==> src/rtl/ccprr_pkg.sv <==
// Shared constants, types and helper functions for the CRC-checked request packet receiver.
package ccprr_pkg;

  // Payload store
  localparam int BUFFER_DEPTH = 128;
  localparam int ADDR_W       = $clog2(BUFFER_DEPTH);
  localparam int CNT_W        = 7;

  // CRC16-CCITT
  localparam logic [15:0] CRC_POLY = 16'h1021;
  localparam logic [15:0] CRC_INIT = 16'hFFFF;

  // Framing bytes
  localparam logic [7:0] HDR_LOC      = 8'hAA;
  localparam logic [7:0] HDR_MAP      = 8'hA5;
  localparam logic [7:0] HDR_ANG      = 8'h5A;
  localparam logic [7:0] TX_MAP       = 8'hBB;
  localparam logic [7:0] TX_ANG       = 8'hFE;
  localparam logic [7:0] MAP_LEN_BYTE = 8'd64;

  // Bytes collected after the header, CRC included
  localparam logic [CNT_W-1:0] LEN_LOC = 7'd10;
  localparam logic [CNT_W-1:0] LEN_MAP = 7'd67;
  localparam logic [CNT_W-1:0] LEN_ANG = 7'd6;

  localparam logic [5:0] MAP_LAST = 6'd63;

  typedef enum logic [1:0] {
    CMD_REQ  = 2'd0,
    CMD_BYTE = 2'd1,
    CMD_TICK = 2'd2,
    CMD_NONE = 2'd3
  } cmd_t;

  typedef enum logic [1:0] {
    KIND_LOC  = 2'd0,
    KIND_MAP  = 2'd1,
    KIND_ANG  = 2'd2,
    KIND_IDLE = 2'd3
  } kind_t;

  typedef enum logic [1:0] {
    EV_REQ = 2'd0,
    EV_LOC = 2'd1,
    EV_MAP = 2'd2,
    EV_ANG = 2'd3
  } event_t;

  typedef struct packed {
    event_t      event_res;
    logic [7:0]  tx_byte;
    logic [31:0] word_first;
    logic [31:0] word_second;
    logic [5:0]  map_index;
    logic [2:0]  cell_high;
    logic [2:0]  cell_mid;
    logic [2:0]  cell_low;
    logic        last;
  } res_t;

  typedef struct packed {
    logic [2:0] high;
    logic [2:0] mid;
    logic [2:0] low;
  } cells_t;

  // Controller to datapath
  typedef struct packed {
    logic       take;
    logic       map_rd;
    logic       map_load;
    logic [5:0] map_idx;
  } dp_cmd_t;

  // Datapath to controller
  typedef struct packed {
    logic out_free;
    logic map_start;
  } dp_stat_t;

  // One byte of CRC16-CCITT, MSB first
  function automatic logic [15:0] crc_step(input logic [15:0] c_in, input logic [7:0] b);
    logic [15:0] c;
    int          k;
    c = c_in ^ {b, 8'h00};
    for (k = 0; k < 8; k++) begin
      c = c[15] ? ({c[14:0], 1'b0} ^ CRC_POLY) : {c[14:0], 1'b0};
    end
    return c;
  endfunction

  function automatic logic [7:0] hdr_of(input kind_t k);
    logic [7:0] h;
    case (k)
      KIND_LOC: h = HDR_LOC;
      KIND_MAP: h = HDR_MAP;
      KIND_ANG: h = HDR_ANG;
      default:  h = HDR_LOC;
    endcase
    return h;
  endfunction

  function automatic logic [CNT_W-1:0] len_of(input kind_t k);
    logic [CNT_W-1:0] l;
    case (k)
      KIND_LOC: l = LEN_LOC;
      KIND_MAP: l = LEN_MAP;
      KIND_ANG: l = LEN_ANG;
      default:  l = LEN_LOC;
    endcase
    return l;
  endfunction

  // Base-6 split of a compressed map byte: v/36, (v%36)/6, v%6 by reciprocal multiplies
  function automatic cells_t map_cells(input logic [7:0] v);
    logic [11:0] p_hi;
    logic [7:0]  r8;
    logic [5:0]  r;
    logic [10:0] p_mid;
    logic [5:0]  lo6;
    cells_t      c;
    p_hi   = 12'(v[7:2]) * 12'd57;
    c.high = p_hi[11:9];
    r8     = v - (8'(c.high) * 8'd36);
    r      = r8[5:0];
    p_mid  = 11'(r) * 11'd43;
    c.mid  = p_mid[10:8];
    lo6    = r - (6'(c.mid) * 6'd6);
    c.low  = lo6[2:0];
    return c;
  endfunction

endpackage

==> src/rtl/ccprr_item_if.sv <==
// Input and result channel interfaces for the CRC-checked request packet receiver.
interface ccprr_item_if;
  logic       valid;
  logic       ready;
  logic [1:0] cmd;
  logic [7:0] req_kind;
  logic [7:0] rx_byte;

  modport source (output valid, output cmd, output req_kind, output rx_byte, input ready);
  modport sink   (input valid, input cmd, input req_kind, input rx_byte, output ready);
endinterface

interface ccprr_result_if;
  logic        valid;
  logic        ready;
  logic [1:0]  event_res;
  logic [7:0]  tx_byte;
  logic [31:0] word_first;
  logic [31:0] word_second;
  logic [5:0]  map_index;
  logic [2:0]  cell_high;
  logic [2:0]  cell_mid;
  logic [2:0]  cell_low;
  logic        last;

  modport source (output valid, output event_res, output tx_byte, output word_first,
                  output word_second, output map_index, output cell_high, output cell_mid,
                  output cell_low, output last, input ready);
  modport sink   (input valid, input event_res, input tx_byte, input word_first,
                  input word_second, input map_index, input cell_high, input cell_mid,
                  input cell_low, input last, output ready);
endinterface

==> src/rtl/ccprr_ctrl.sv <==
// Controller: input acceptance and the walk over the stored map bytes.
module ccprr_ctrl (
  input  logic                clk,
  input  logic                rst,
  input  logic                item_valid,
  output logic                item_ready,
  input  ccprr_pkg::dp_stat_t stat,
  output ccprr_pkg::dp_cmd_t  cmd
);

  typedef enum logic [1:0] {
    S_ITEM,
    S_MAP_RD,
    S_MAP_OUT
  } state_t;

  state_t     state;
  logic [5:0] idx;

  // Items only in S_ITEM and only when the output register can take a result
  assign item_ready = (state == S_ITEM) && stat.out_free;

  always_comb begin
    cmd.take     = item_valid && item_ready;
    cmd.map_rd   = (state == S_MAP_RD);
    cmd.map_load = (state == S_MAP_OUT) && stat.out_free;
    cmd.map_idx  = idx;
  end

  // State register: a read state, then an output state for each triple
  always_ff @(posedge clk) begin
    if (rst) begin
      state <= S_ITEM;
      idx   <= '0;
    end else begin
      case (state)
        S_ITEM: begin
          if (cmd.take && stat.map_start) begin
            state <= S_MAP_RD;
            idx   <= '0;
          end
        end
        S_MAP_RD: begin
          state <= S_MAP_OUT;
        end
        S_MAP_OUT: begin
          if (stat.out_free) begin
            if (idx == ccprr_pkg::MAP_LAST) begin
              state <= S_ITEM;
            end else begin
              idx   <= idx + 6'd1;
              state <= S_MAP_RD;
            end
          end
        end
        default: begin
          state <= S_ITEM;
        end
      endcase
    end
  end

endmodule

==> src/rtl/ccprr_dp.sv <==
// Datapath: receiver state, running CRC, payload store and output register.
module ccprr_dp (
  input  logic                clk,
  input  logic                rst,
  input  logic                cfg_wr_en,
  input  logic [7:0]          cfg_wr_data,
  input  logic [1:0]          item_cmd,
  input  logic [7:0]          item_req_kind,
  input  logic [7:0]          item_rx_byte,
  input  logic                result_ready,
  output logic                result_valid,
  output ccprr_pkg::res_t     result_data,
  input  ccprr_pkg::dp_cmd_t  cmd,
  output ccprr_pkg::dp_stat_t stat
);

  localparam int ADDR_W = ccprr_pkg::ADDR_W;
  localparam int CNT_W  = ccprr_pkg::CNT_W;

  // Registers
  logic [7:0]              timeout_limit;
  ccprr_pkg::kind_t        wanted, wanted_next;
  logic                    collecting, collecting_next;
  logic [CNT_W-1:0]        byte_count, byte_count_next;
  logic [7:0]              quiet, quiet_next;
  logic [15:0]             crc, crc_next;
  logic [7:0]              crc_hi, crc_hi_next;
  logic                    len_ok, len_ok_next;
  logic [63:0]             words, words_next;
  ccprr_pkg::res_t         res_q, res_next;
  logic                    res_valid, res_valid_next;
  logic [7:0]              mem [ccprr_pkg::BUFFER_DEPTH];
  logic [7:0]              mem_q;

  // Decode helpers
  logic                    mem_we;
  logic                    clear;
  logic                    send_req;
  ccprr_pkg::kind_t        req_sel;
  logic                    load;
  logic                    map_start;
  logic [7:0]              q_inc;
  logic [CNT_W-1:0]        pkt_len;
  logic [7:0]              hdr;
  logic [ADDR_W-1:0]       rd_addr;
  ccprr_pkg::cells_t       cells;

  assign stat.out_free  = !res_valid || result_ready;
  assign stat.map_start = map_start;
  assign result_valid   = res_valid;
  assign result_data    = res_q;

  assign rd_addr = ADDR_W'({1'b0, cmd.map_idx} + 7'd1);
  assign cells   = ccprr_pkg::map_cells(mem_q);

  // Per-item processing
  always_comb begin
    wanted_next     = wanted;
    collecting_next = collecting;
    byte_count_next = byte_count;
    quiet_next      = quiet;
    crc_next        = crc;
    crc_hi_next     = crc_hi;
    len_ok_next     = len_ok;
    words_next      = words;
    res_next        = res_q;
    mem_we          = 1'b0;
    clear           = 1'b0;
    send_req        = 1'b0;
    req_sel         = wanted;
    load            = 1'b0;
    map_start       = 1'b0;
    q_inc           = quiet + 8'd1;
    pkt_len         = ccprr_pkg::len_of(wanted);
    hdr             = ccprr_pkg::hdr_of(wanted);

    if (cmd.take) begin
      case (ccprr_pkg::cmd_t'(item_cmd))
        ccprr_pkg::CMD_REQ: begin
          if (wanted == ccprr_pkg::KIND_IDLE) begin
            clear = 1'b1;
            if (item_req_kind <= 8'd2) begin
              wanted_next = ccprr_pkg::kind_t'(item_req_kind[1:0]);
              req_sel     = ccprr_pkg::kind_t'(item_req_kind[1:0]);
              send_req    = 1'b1;
            end
          end
        end
        ccprr_pkg::CMD_BYTE: begin
          if (wanted != ccprr_pkg::KIND_IDLE) begin
            quiet_next = '0;
            if (!collecting) begin
              // hunting for the header
              if (item_rx_byte == hdr) begin
                collecting_next = 1'b1;
                byte_count_next = '0;
                crc_next        = ccprr_pkg::crc_step(ccprr_pkg::CRC_INIT, hdr);
              end
            end else begin
              mem_we          = 1'b1;
              byte_count_next = byte_count + 7'd1;
              if (byte_count < (pkt_len - 7'd2)) begin
                crc_next = ccprr_pkg::crc_step(crc, item_rx_byte);
              end
              if (byte_count == (pkt_len - 7'd2)) begin
                crc_hi_next = item_rx_byte;
              end
              if (byte_count == '0) begin
                len_ok_next = (item_rx_byte == ccprr_pkg::MAP_LEN_BYTE);
              end
              if (byte_count < 7'd8) begin
                words_next[{byte_count[2:0], 3'b000} +: 8] = item_rx_byte;
              end
              // final CRC byte: check and deliver
              if (byte_count == (pkt_len - 7'd1)) begin
                clear = 1'b1;
                if (({crc_hi, item_rx_byte} == crc) &&
                    ((wanted != ccprr_pkg::KIND_MAP) || len_ok)) begin
                  wanted_next = ccprr_pkg::KIND_IDLE;
                  case (wanted)
                    ccprr_pkg::KIND_LOC: begin
                      load                 = 1'b1;
                      res_next             = '0;
                      res_next.event_res   = ccprr_pkg::EV_LOC;
                      res_next.word_first  = words[31:0];
                      res_next.word_second = words[63:32];
                      res_next.last        = 1'b1;
                    end
                    ccprr_pkg::KIND_ANG: begin
                      load                = 1'b1;
                      res_next            = '0;
                      res_next.event_res  = ccprr_pkg::EV_ANG;
                      res_next.word_first = words[31:0];
                      res_next.last       = 1'b1;
                    end
                    ccprr_pkg::KIND_MAP: begin
                      map_start = 1'b1;
                    end
                    default: begin
                      map_start = 1'b0;
                    end
                  endcase
                end else begin
                  send_req = 1'b1;
                end
              end
            end
          end
        end
        ccprr_pkg::CMD_TICK: begin
          if ((wanted != ccprr_pkg::KIND_IDLE) && collecting) begin
            if (q_inc >= timeout_limit) begin
              clear    = 1'b1;
              send_req = 1'b1;
            end else begin
              quiet_next = q_inc;
            end
          end else begin
            quiet_next = '0;
          end
        end
        default: begin
          clear = 1'b0;
        end
      endcase

      // Receiver reset
      if (clear) begin
        collecting_next = 1'b0;
        byte_count_next = '0;
        quiet_next      = '0;
      end

      // Request byte for map and angle
      if (send_req && (req_sel == ccprr_pkg::KIND_MAP || req_sel == ccprr_pkg::KIND_ANG)) begin
        load               = 1'b1;
        res_next           = '0;
        res_next.event_res = ccprr_pkg::EV_REQ;
        res_next.tx_byte   = (req_sel == ccprr_pkg::KIND_MAP) ? ccprr_pkg::TX_MAP
                                                              : ccprr_pkg::TX_ANG;
        res_next.last      = 1'b1;
      end
    end

    // Map triple from the registered store read
    if (cmd.map_load) begin
      load               = 1'b1;
      res_next           = '0;
      res_next.event_res = ccprr_pkg::EV_MAP;
      res_next.map_index = cmd.map_idx;
      res_next.cell_high = cells.high;
      res_next.cell_mid  = cells.mid;
      res_next.cell_low  = cells.low;
      res_next.last      = (cmd.map_idx == ccprr_pkg::MAP_LAST);
    end

    if (load) begin
      res_valid_next = 1'b1;
    end else if (result_ready) begin
      res_valid_next = 1'b0;
    end else begin
      res_valid_next = res_valid;
    end
  end

  // Control registers
  always_ff @(posedge clk) begin
    if (rst) begin
      timeout_limit <= 8'd3;
      wanted        <= ccprr_pkg::KIND_IDLE;
      collecting    <= 1'b0;
      byte_count    <= '0;
      quiet         <= '0;
      res_valid     <= 1'b0;
    end else begin
      if (cfg_wr_en) begin
        timeout_limit <= cfg_wr_data;
      end
      wanted     <= wanted_next;
      collecting <= collecting_next;
      byte_count <= byte_count_next;
      quiet      <= quiet_next;
      res_valid  <= res_valid_next;
    end
  end

  // Payload registers
  always_ff @(posedge clk) begin
    crc    <= crc_next;
    crc_hi <= crc_hi_next;
    len_ok <= len_ok_next;
    words  <= words_next;
    res_q  <= res_next;
  end

  // Payload store: one write port, one registered read port
  always_ff @(posedge clk) begin
    if (mem_we) begin
      mem[ADDR_W'(byte_count)] <= item_rx_byte;
    end
    if (cmd.map_rd) begin
      mem_q <= mem[rd_addr];
    end
  end

endmodule

==> src/rtl/crc_checked_request_packet_receiver.sv <==
// Top level of the CRC-checked request packet receiver.
// A request, a received byte or a timer tick is taken whenever the output register is
// empty or being emptied, so ordinary items run at one per cycle and a request byte,
// location or angle result is presented the cycle after its item. A good map packet is
// then expanded from the byte store into its 64 triples, each by a registered memory
// read and then an output load; no item is taken while this runs. The store is not
// cleared after reset; every byte read has been written by the current packet.
// timeout_limit resets to 3.
module crc_checked_request_packet_receiver (
  input  logic                  clk,
  input  logic                  rst,
  input  logic                  cfg_wr_en,
  input  logic [7:0]            cfg_wr_data,
  ccprr_item_if.sink            item,
  ccprr_result_if.source        result
);

  ccprr_pkg::dp_cmd_t  dp_cmd;
  ccprr_pkg::dp_stat_t dp_stat;
  ccprr_pkg::res_t     res_data;
  logic                item_ready;
  logic                res_valid;

  ccprr_ctrl u_ctrl (
    .clk        (clk),
    .rst        (rst),
    .item_valid (item.valid),
    .item_ready (item_ready),
    .stat       (dp_stat),
    .cmd        (dp_cmd)
  );

  ccprr_dp u_dp (
    .clk           (clk),
    .rst           (rst),
    .cfg_wr_en     (cfg_wr_en),
    .cfg_wr_data   (cfg_wr_data),
    .item_cmd      (item.cmd),
    .item_req_kind (item.req_kind),
    .item_rx_byte  (item.rx_byte),
    .result_ready  (result.ready),
    .result_valid  (res_valid),
    .result_data   (res_data),
    .cmd           (dp_cmd),
    .stat          (dp_stat)
  );

  // Channel wiring
  assign item.ready         = item_ready;
  assign result.valid       = res_valid;
  assign result.event_res   = res_data.event_res;
  assign result.tx_byte     = res_data.tx_byte;
  assign result.word_first  = res_data.word_first;
  assign result.word_second = res_data.word_second;
  assign result.map_index   = res_data.map_index;
  assign result.cell_high   = res_data.cell_high;
  assign result.cell_mid    = res_data.cell_mid;
  assign result.cell_low    = res_data.cell_low;
  assign result.last        = res_data.last;

endmodule

==> src/flat_wrapper.sv <==
// flat-port wrapper written by rule: the top's interface ports become plain ports
module crc_checked_request_packet_receiver_flat 
  (clk, rst, cfg_wr_en, cfg_wr_data, item_valid, item_cmd, item_req_kind, item_rx_byte, item_ready, result_valid, result_event_res, result_tx_byte, result_word_first, result_word_second, result_map_index, result_cell_high, result_cell_mid, result_cell_low, result_last, result_ready);
  ccprr_item_if item_i ();
  ccprr_result_if result_i ();
  input  logic clk;
  input  logic rst;
  input  logic cfg_wr_en;
  input  logic [7:0] cfg_wr_data;
  input wire logic [$bits(item_i.valid)-1:0] item_valid;
  input wire logic [$bits(item_i.cmd)-1:0] item_cmd;
  input wire logic [$bits(item_i.req_kind)-1:0] item_req_kind;
  input wire logic [$bits(item_i.rx_byte)-1:0] item_rx_byte;
  output wire logic [$bits(item_i.ready)-1:0] item_ready;
  output wire logic [$bits(result_i.valid)-1:0] result_valid;
  output wire logic [$bits(result_i.event_res)-1:0] result_event_res;
  output wire logic [$bits(result_i.tx_byte)-1:0] result_tx_byte;
  output wire logic [$bits(result_i.word_first)-1:0] result_word_first;
  output wire logic [$bits(result_i.word_second)-1:0] result_word_second;
  output wire logic [$bits(result_i.map_index)-1:0] result_map_index;
  output wire logic [$bits(result_i.cell_high)-1:0] result_cell_high;
  output wire logic [$bits(result_i.cell_mid)-1:0] result_cell_mid;
  output wire logic [$bits(result_i.cell_low)-1:0] result_cell_low;
  output wire logic [$bits(result_i.last)-1:0] result_last;
  input wire logic [$bits(result_i.ready)-1:0] result_ready;
  assign item_i.valid = item_valid;
  assign item_i.cmd = item_cmd;
  assign item_i.req_kind = item_req_kind;
  assign item_i.rx_byte = item_rx_byte;
  assign item_ready = item_i.ready;
  assign result_valid = result_i.valid;
  assign result_event_res = result_i.event_res;
  assign result_tx_byte = result_i.tx_byte;
  assign result_word_first = result_i.word_first;
  assign result_word_second = result_i.word_second;
  assign result_map_index = result_i.map_index;
  assign result_cell_high = result_i.cell_high;
  assign result_cell_mid = result_i.cell_mid;
  assign result_cell_low = result_i.cell_low;
  assign result_last = result_i.last;
  assign result_i.ready = result_ready;
  crc_checked_request_packet_receiver u_core (.clk(clk), .rst(rst), .cfg_wr_en(cfg_wr_en), .cfg_wr_data(cfg_wr_data), .item(item_i), .result(result_i));
endmodule
==> config.mk <==
export PLATFORM = sky130hd
export DESIGN_NAME = crc_checked_request_packet_receiver_flat
export DESIGN_NICKNAME = d
export VERILOG_FILES = /design/src/rtl/ccprr_pkg.sv /design/src/rtl/ccprr_item_if.sv /design/src/rtl/ccprr_ctrl.sv /design/src/rtl/ccprr_dp.sv /design/src/rtl/crc_checked_request_packet_receiver.sv /design/src/flat_wrapper.sv
export SDC_FILE = /design/constraint.sdc
export NUM_CORES = 1
export LEC_CHECK = 0
export BUFFER_PORTS_ARGS = -buffer_cell sky130_fd_sc_hd__buf_4
export CAP_MARGIN = 10
export CORE_ASPECT_RATIO = 2
export CORE_MARGIN = 2
export CORE_UTILIZATION = 55
export DETAILED_ROUTE_END_ITERATION = 7
export PLACE_DENSITY = 0.74
export SLEW_MARGIN = 25
export SYNTH_ARGS = -nofsm -noshare
export SYNTH_HDL_FRONTEND = slang
export SYNTH_HIERARCHICAL = 1
export SYNTH_SLANG_ARGS = --single-unit
==> constraint.sdc <==
create_clock -name clk -period 7.19 [get_ports clk]
set_input_delay 1.0785 -clock clk [delete_from_list [all_inputs] [get_ports clk]]
set_output_delay 1.0785 -clock clk [all_outputs]
set_load 0.03 [all_outputs]
==> impl_table.tex, run 1 <==
\begin{tabular}{lr}
\hline
Metric & Value \\
\hline
\multicolumn{2}{l}{\textbf{STA}} \\
Transition at the pin with the smallest max-transition slack & 1110 ps \\
Clk\_skew & 21.0 ps \\
Max Transition Viols Final & 0 \\
Final total negative setup slack & 0 ps \\
Relative max-transition margin & 0.255 \\
Fin worst setup slack & around 330 ps \\
Clock period minus worst slack & around 6900 ps \\
Number of hold violations in the final report & 0 \\
Setup repair after global routing missed its margin & false \\
Maximum frequency from static timing analysis & 146 MHz \\
Final clock period utilization by the worst path & 0.954 \\
Final setup vio count & 0 \\
\multicolumn{2}{l}{\textbf{Synth}} \\
Distinct cell type count after synthesis & 65 \\
Syn nets & 2258 \\
Synth top area share & 0.664 \\
Total of flip-flops plus latches after synthesis & slightly below 1000 \\
Synthesized instance count & 2143 \\
Synth area leader & edfxtp\_1 \\
Top cells by area, synth & edfxtp\_1 66\%, mux4\_2 14\%, dfxtp\_1 5.2\% \\
Cell area after technology mapping & 39800 um\^{}2 \\
Number of synthesized flops with an enable pin & 881 \\
Post-synth top flop & edfxtp\_1 \\
Per-instance average area after synthesis & about 19 um\^{}2 \\
Share of synthesized area occupied by flip-flops and latches & 0.716 \\
Synth Warn \# & 6 \\
Fraction of registers with async set or reset after synthesis & 0 \\
\multicolumn{2}{l}{\textbf{Min path}} \\
Count of cells along the worst hold path & 1 \\
Origin of the worst min-delay path & u\_core/u\_dp/words[16] \\
Worst Hold End & u\_core/u\_dp/result\_data[64] \\
Worst hold path type & reg2reg \\
\multicolumn{2}{l}{\textbf{Global route}} \\
Wire length of the first global-routing pass & 138000 um \\
Antenna violations before repair & 0 \\
Pin count of the biggest net entering global routing & about 100 \\
GRT Util Overall & 0.255 \\
Via count of the first global-routing pass & between 20000 and 25000 \\
Remaining global-route overflow & 0 \\
\multicolumn{2}{l}{\textbf{Floorplanning}} \\
Total Die Area & $\sim$75000 um\^{}2 \\
Ports placed on the boundary & 123 \\
Initial Utilization & 0.555 \\
Site row count & 139 \\
Die X-Extent & 194 um \\
Height of the chip & roughly 380 um \\
Placeable core region & 71800 um\^{}2 \\
\multicolumn{2}{l}{\textbf{Layout}} \\
Filler Cell Count & 4895 \\
Most common cell after layout, fill and taps aside & edfxtp\_1 \\
Most used cells in the layout excluding fill and tap cells & 881 x edfxtp\_1, 240 x mux4\_2, 168 x nor2\_1 \\
Nets & between 2000 and 2500 \\
Proportion of layout cells with a drive suffix above 1 & 0.238 \\
N\_diodes & 0 \\
Non-filler instance count after layout & 3256 \\
Synthesis-to-layout area growth & 12.2\% \\
\multicolumn{2}{l}{\textbf{Setup path}} \\
Arrival time of the worst setup path & 7260 ps \\
Critical Path RT & between 7000 and 8000 ps \\
Reg2Reg Setup Slack & 330 ps \\
Start of the worst register-to-register path & u\_core/u\_dp/mem\_q[3] \\
Buffers plus inverters on the worst setup path & 3 \\
Capture point of the worst reg-to-reg path & u\_core/u\_dp/result\_data[3] \\
Category of the most critical setup path & reg2reg \\
Largest driver fanout on the critical path & 5 \\
Type of origin of the critical path & flop \\
Kind of cell with the highest combined delay on the critical path & adder cells \\
Sort of element at the end of the critical path & flop \\
Cell depth of the worst flop-to-flop path & 29 \\
Critical path's largest stage delay & 560 ps \\
Cell type with the highest occurrence count on the critical path & ha\_1 \\
Cell with the biggest individual delay on the critical path & fa\_1 \\
\multicolumn{2}{l}{\textbf{Route}} \\
Detail Route Antenna Nets & 0 \\
Per-cell routed wire length & 28.7 um \\
Remaining design rule violation count & 30 \\
Drt via density & 6.32 \\
Number of iterations in the first detailed-routing pass & 8 \\
First-iteration detailed-routing DRC count & 1663 \\
Total wire length after detailed routing & 93600 um \\
Total vias in the final route & 20588 \\
\multicolumn{2}{l}{\textbf{Run status}} \\
Result of the run & complete, but fails checks \\
Failing checks & design-rule violations \\
\multicolumn{2}{l}{\textbf{Placement}} \\
Weighted congestion at the end of routability-driven global placement & 0.894 \\
Port-buffer cells & 122 \\
Placed Cells incl. Taps & 3105 \\
Dpl ws & -37.4 ps \\
Half-perimeter wire length after placement & roughly 63000 um \\
\multicolumn{2}{l}{\textbf{Clock network}} \\
Depth of the CTS H-tree & 3 \\
Clock sinks & 985 \\
Number of buffers created by CTS & 79 \\
TritonCTS clock tree & yes \\
CTS max path bufs & 3 \\
Clock network latency to the later pin of the worst-skew pair & 660 ps \\
Total of hold buffers inserted after clock tree synthesis & 0 \\
Clock slew seen by the registers of the worst setup and hold paths & approximately 70 ps \\
Root buffer cell & clkbuf\_16 \\
\multicolumn{2}{l}{\textbf{Power and ir drop}} \\
LEAKAGE & 14.6 nW \\
Ratio of total power to cell area & 248 nW/um\^{}2 \\
Worst ir drop on vdd & 0.000188 V \\
\multicolumn{2}{l}{\textbf{Flow run}} \\
Max-capacitance violation count & 0 \\
\hline
\end{tabular}
==> repair_timing <==
action                                  4_1_cts  5_1_grt
endpoints found under the setup margin        1        3
resized for setup                             1       12
pin swaps                                     0        5
buffers inserted                              0        3
==> cell families (layout without fill, tap and decap cells) <==
logic type,after synthesis,after routing,share of synthesized area
DFF,985,985,0.716
and+or+nand+nor,413,413,0.0507
muxes,248,248,0.138
AOI/OAI and AO/OA,185,185,0.0336
buffers and inverters,157,354,0.0175
adders and majority gates,85,85,0.0287
xor gates and xnor gates,70,70,0.0157
==> through the flow <==
step / total power (W) / util / cell area (um^2) / hold WS, ps
4_1_cts: 0.0111 / 0.621 / 44600 / 452
3_5_place_dp: 0.00650 / 0.582 / 41800 / 442
2_1_floorplan: 0.00638 / - / 39800 / 436
6_report: 0.0111 / 0.623 / 44700 / 453
5_1_grt: 0.0114 / 0.623 / 44700 / 473
3_3_place_gp: 0.00649 / 0.581 / 41800 / 441
==> layout make-up <==
cell class                 count  area [um^2]  area share
tap                          916         1150      0.0256
multi-input combinational   1001        10800       0.240
clock inverter                50          691      0.0154
timing repair buffer         158         1240      0.0277
clock buffer                  98         2170      0.0486
inverter                      48          180     0.00403
sequential                   985        28500       0.638
==> layer usage <==
layer	up-vias	part of all wire	track usage	routed length (um)
li1	8787	-	-	-
met1	10698	0.32	0.263	30200
met2	843	0.56	0.483	52100
met3	260	0.052	0.0363	4880
met4	0	0.068	0.161	6390
met5	-	0	0	0
==> sequential cells by signal (all words and copies together), names as in the netlist <==
signal / flops
u_core/u_ctrl/idx: 6
u_core/u_ctrl/state: 2
u_core/u_dp/byte_count: 7
u_core/u_dp/collecting: 1
u_core/u_dp/crc: 16
u_core/u_dp/crc_hi: 8
u_core/u_dp/len_ok: 1
u_core/u_dp/mem: 768
u_core/u_dp/mem_q: 8
u_core/u_dp/quiet: 8
u_core/u_dp/result_data: 85
u_core/u_dp/result_valid: 1
u_core/u_dp/timeout_limit: 8
u_core/u_dp/wanted: 2
u_core/u_dp/words: 64
==> worst max path at each step <==
stage               slack [ps]  cells after the start            startpoint                          to
finish                     330                     29  u_core/u_dp/mem_q[3]  u_core/u_dp/result_data[3]
global route                10                     29  u_core/u_dp/mem_q[3]  u_core/u_dp/result_data[3]
CTS                         40                     29  u_core/u_dp/mem_q[3]  u_core/u_dp/result_data[3]
detailed placement         -40                     29  u_core/u_dp/mem_q[3]  u_core/u_dp/result_data[3]
global placement            80                     29  u_core/u_dp/mem_q[3]  u_core/u_dp/result_data[3]
floorplan                  440                     29  u_core/u_dp/mem_q[3]  u_core/u_dp/result_data[3]
==> where the power goes <==
| group | leakage [nW] | switching, W | total [W] | internal [W] |
|---|---|---|---|---|
| Clock | 1.38 | 0.00200 | 0.00472 | 0.00271 |
| Sequential | 8.82 | 0.00000147 | 0.00621 | 0.00621 |
| Combinational | 4.38 | 0.000120 | 0.000153 | 0.0000325 |
==> worst register-to-register path, delay by kind of cell (launching register included) <==
family | cells | cell delay (ps)
flops | 1 | 520
buf+inv | 3 | 160
compound gates | 7 | 1020
xor+xnor | 6 | 910
simple gates | 2 | 220
fa+ha+maj | 11 | 3780
==> synthesized netlist by cell type, drive strengths merged, types with 5 or more instances <==
cell type and number:
and2 56, fa 11, o21a 5, or2 6, or3 5, nor4 9, o21ai 13, buf 43
nand4 7, nand2 54, nand3 31, clkbuf 66, mux2i 7, xor2 27, mux4 240, nand2b 6
a221o 5, nor2b 10, a21o 8, nor2 169, nor3 23, a211oi 5, ha 73, a22o 65
a21oi 42, dfxtp 104, inv 47, and3 23, xnor2 42, edfxtp 881, o22ai 25
Note: power is estimated with default switching activity, not from simulation.
==> run 2, diff against run 1 <==
--- a/config.mk
+++ b/config.mk
@@ -9,9 +9,10 @@
 export CAP_MARGIN = 10
 export CORE_ASPECT_RATIO = 2
 export CORE_MARGIN = 2
-export CORE_UTILIZATION = 55
+export CORE_UTILIZATION = 57
+export CTS_BUF_LIST = sky130_fd_sc_hd__clkbuf_8
 export DETAILED_ROUTE_END_ITERATION = 7
-export PLACE_DENSITY = 0.74
+export PLACE_DENSITY = 0.76
 export SLEW_MARGIN = 25
 export SYNTH_ARGS = -nofsm -noshare
 export SYNTH_HDL_FRONTEND = slang
==> run 2 against run 1 <==
Net effect: largest cell class unchanged; register-to-register slack is essentially flat; critical endpoint unchanged; die area shrank 3.5%; design area fell by 0.95%; global-route usage fell by 0.44 points; first-iteration DRC count rose by 22%; clock power shrank 16%; total power shrank 6.9%; the flow now finishes without violations; setup slack worse by 2.7 ps; fmax about the same.
==> impl_table.tex, run 2 (synthesis gave the netlist of run 1 again) <==
\begin{tabular}{lr}
\hline
Metric & Value \\
\hline
\multicolumn{2}{l}{\textbf{Global route}} \\
Via count of the first global-routing pass & 21071 (was 21420) \\
GRT Util Overall & 0.251 (was 0.255) \\
Wire length of the first global-routing pass & 131000 um (was 138000 um) \\
Antenna violations before repair & 1 (was 0) \\
Pin count of the biggest net entering global routing & 100 (was 101) \\
Remaining global-route overflow & 0 (unchanged) \\
\multicolumn{2}{l}{\textbf{Route}} \\
Total vias in the final route & 20813 (was 20588) \\
Detail Route Antenna Nets & 0 (unchanged) \\
Wl on met1 & 34100 um (was 30200 um) \\
Per-cell routed wire length & 26.5 um (was 28.7 um) \\
Amount of wire on met3 after detailed routing & 6290 um (was 4880 um) \\
Remaining design rule violation count & 0 (was 30) \\
Uppermost signal routing layer after detailed routing & met4 (unchanged) \\
DR WL met2 & 44900 um (was 52100 um) \\
Number of iterations in the first detailed-routing pass & 5 (was 8) \\
First-iteration detailed-routing DRC count & 2030 (was 1663) \\
Total wire length after detailed routing & 88400 um (was 93600 um) \\
Drt via density & 6.23 (was 6.32) \\
\multicolumn{2}{l}{\textbf{Floorplanning}} \\
Height of the chip & 378 um (was 385 um) \\
Ports placed on the boundary & 123 (unchanged) \\
Initial Utilization & 0.574 (was 0.555) \\
Placeable core region & 69400 um\^{}2 (was 71800 um\^{}2) \\
Site row count & 137 (was 139) \\
Total Die Area & 72200 um\^{}2 (was 74800 um\^{}2) \\
Die X-Extent & 191 um (was 194 um) \\
\multicolumn{2}{l}{\textbf{Layout}} \\
Synthesis-to-layout area growth & 11.2\% (was 12.2\%) \\
Most used cells in the layout excluding fill and tap cells & 881 x edfxtp\_1, 240 x mux4\_2, 168 x nor2\_1 (unchanged) \\
Non-filler instance count after layout & 3340 (was 3256) \\
Flip-flop count of the largest register, all copies and words added & 768 (unchanged) \\
Post-layout instance area & 44300 um\^{}2 (was 44700 um\^{}2) \\
Area used by sequential logic in the layout & 28500 um\^{}2 (unchanged) \\
Proportion of layout cells with a drive suffix above 1 & 0.254 (was 0.238) \\
Largest register by flop count & u\_core/u\_dp/mem (unchanged) \\
Footprint of the multi-input gates & 10700 um\^{}2 (was 10800 um\^{}2) \\
Nets & 2449 (was 2388) \\
Filler Cell Count & 4758 (was 4895) \\
Most common cell after layout, fill and taps aside & edfxtp\_1 (unchanged) \\
\multicolumn{2}{l}{\textbf{Placement}} \\
DP Area & 41700 um\^{}2 (was 41800 um\^{}2) \\
Port-buffer cells & 122 (unchanged) \\
Half-perimeter wire length after placement & 54800 um (was 62800 um) \\
Weighted congestion at the end of routability-driven global placement & 0.860 (was 0.894) \\
Placed Cells incl. Taps & 3094 (was 3105) \\
\multicolumn{2}{l}{\textbf{STA}} \\
Number of hold violations in the final report & 0 (unchanged) \\
Clock period minus worst slack & 6860 ps (about the same) \\
Max Transition Viols Final & 0 (unchanged) \\
Relative max-transition margin & 0.298 (was 0.255) \\
Final clock period utilization by the worst path & 0.955 (was 0.954) \\
Transition at the pin with the smallest max-transition slack & 1050 ps (was 1110 ps) \\
Setup repair after global routing missed its margin & false (unchanged) \\
Clk\_skew & 37.3 ps (was 21.0 ps) \\
Final setup vio count & 0 (unchanged) \\
Maximum frequency from static timing analysis & 146 MHz (about the same) \\
\multicolumn{2}{l}{\textbf{Clock network}} \\
Total of hold buffers inserted after clock tree synthesis & 0 (unchanged) \\
TritonCTS clock tree & yes (unchanged) \\
Root buffer cell & clkbuf\_8 (was clkbuf\_16) \\
Clock slew seen by the registers of the worst setup and hold paths & 60 ps (was 70 ps) \\
Clock sinks & 985 (unchanged) \\
Clock network latency to the later pin of the worst-skew pair & 760 ps (was 660 ps) \\
CTS max path bufs & 3 (unchanged) \\
Number of buffers created by CTS & 136 (was 79) \\
Depth of the CTS H-tree & 4 (was 3) \\
\multicolumn{2}{l}{\textbf{Setup path}} \\
Cell depth of the worst flop-to-flop path & 30 (was 29) \\
CP Launch Point & u\_core/u\_dp/mem\_q[4] (was u\_core/u\_dp/mem\_q[3]) \\
Category of the most critical setup path & reg2reg (unchanged) \\
Cell type with the highest occurrence count on the critical path & ha\_1 (unchanged) \\
Cell with the biggest individual delay on the critical path & fa\_1 (unchanged) \\
Reg2Reg Setup Slack & 330 ps (about the same) \\
Largest driver fanout on the critical path & 3 (was 5) \\
Sort of element at the end of the critical path & flop (unchanged) \\
Critical Path RT & 7680 ps (was 7590 ps) \\
Start of the worst register-to-register path & u\_core/u\_dp/mem\_q[4] (was u\_core/u\_dp/mem\_q[3]) \\
Arrival time of the worst setup path & 7350 ps (was 7260 ps) \\
Capture point of the worst path & u\_core/u\_dp/result\_data[3] (unchanged) \\
Capture point of the worst reg-to-reg path & u\_core/u\_dp/result\_data[3] (unchanged) \\
Type of origin of the critical path & flop (unchanged) \\
Critical path's largest stage delay & 480 ps (was 560 ps) \\
\multicolumn{2}{l}{\textbf{Power and ir drop}} \\
LEAKAGE & 14.6 nW (about the same) \\
Ratio of total power to cell area & 233 nW/um\^{}2 (was 248 nW/um\^{}2) \\
Worst ir drop on vdd & 0.000193 V (was 0.000188 V) \\
Power, Total & 0.0103 W (was 0.0111 W) \\
\multicolumn{2}{l}{\textbf{Run status}} \\
Result of the run & finished, final reports clean (was complete, but fails checks) \\
\multicolumn{2}{l}{\textbf{Flow run}} \\
Max-capacitance violation count & 0 (unchanged) \\
\multicolumn{2}{l}{\textbf{Min path}} \\
Worst hold path type & reg2reg (unchanged) \\
\hline
\end{tabular}
## run 2: area by class of cell
type                       instances  area share
antenna                            1   0.0000565
clock buffer                     146      0.0454
clock inverter                    94      0.0103
inverter                          48     0.00407
multi-input combinational       1001       0.242
sequential                       985       0.644
tap                              903      0.0255
timing repair buffer             162      0.0281
## run 2: layer usage
layer / vias up / track usage
met4: 0 / 0.102
met3: 175 / 0.0386
met1: 10787 / 0.343
li1: 8931 / -
met5: - / 0
met2: 920 / 0.408
## run 2: critical path: cells and delay by family, from the launching register on
kind | cells | cell delay (ps)
adder cells (fa/ha/maj) | 11 | 3560
AO/OA/AOI/OAI | 8 | 1280
XOR/XNOR | 6 | 870
flip-flops | 1 | 430
buffers and inverters | 4 | 310
AND/OR/NAND/NOR | 1 | 150
## run 2: worst min-delay path by stage
stage               cells past startpoint                           to  slack [ps]                  start
floorplan                               1  u_core/u_dp/result_data[16]         440  u_core/u_dp/words[32]
global placement                        1  u_core/u_dp/result_data[75]         440  u_core/u_dp/words[27]
global route                            1  u_core/u_dp/result_data[28]         470  u_core/u_dp/words[44]
detailed placement                      1  u_core/u_dp/result_data[46]         440  u_core/u_dp/words[62]
finish                                  1  u_core/u_dp/result_data[19]         450  u_core/u_dp/words[35]
CTS                                     1  u_core/u_dp/result_data[60]         460  u_core/u_dp/words[12]
## run 2: report_power, final
group          switching, W  internal [W]  total (W)
clock               0.00203       0.00192    0.00395
sequential       0.00000138       0.00622    0.00622
combinational      0.000119     0.0000321   0.000151
## run 2: metrics by stage
stage	setup TNS [ps]	hold slack (ps)	worst slack, ps	utilization
floorplan	0	436	439	-
global placement	0	439	154	0.601
detailed placement	-8.83	444	-8.83	0.601
CTS	0	459	80.4	0.637
global route	0	473	11.5	0.638
finish	0	455	327	0.638
## run 2: timing repair
| action | CTS | global route |
|---|---|---|
| endpoints found under the setup margin | 1 | 3 |
| pin swaps | 0 | 3 |
| gates resized for setup | 1 | 8 |
| gates cloned | 0 | 0 |
| setup buffers | 2 | 3 |
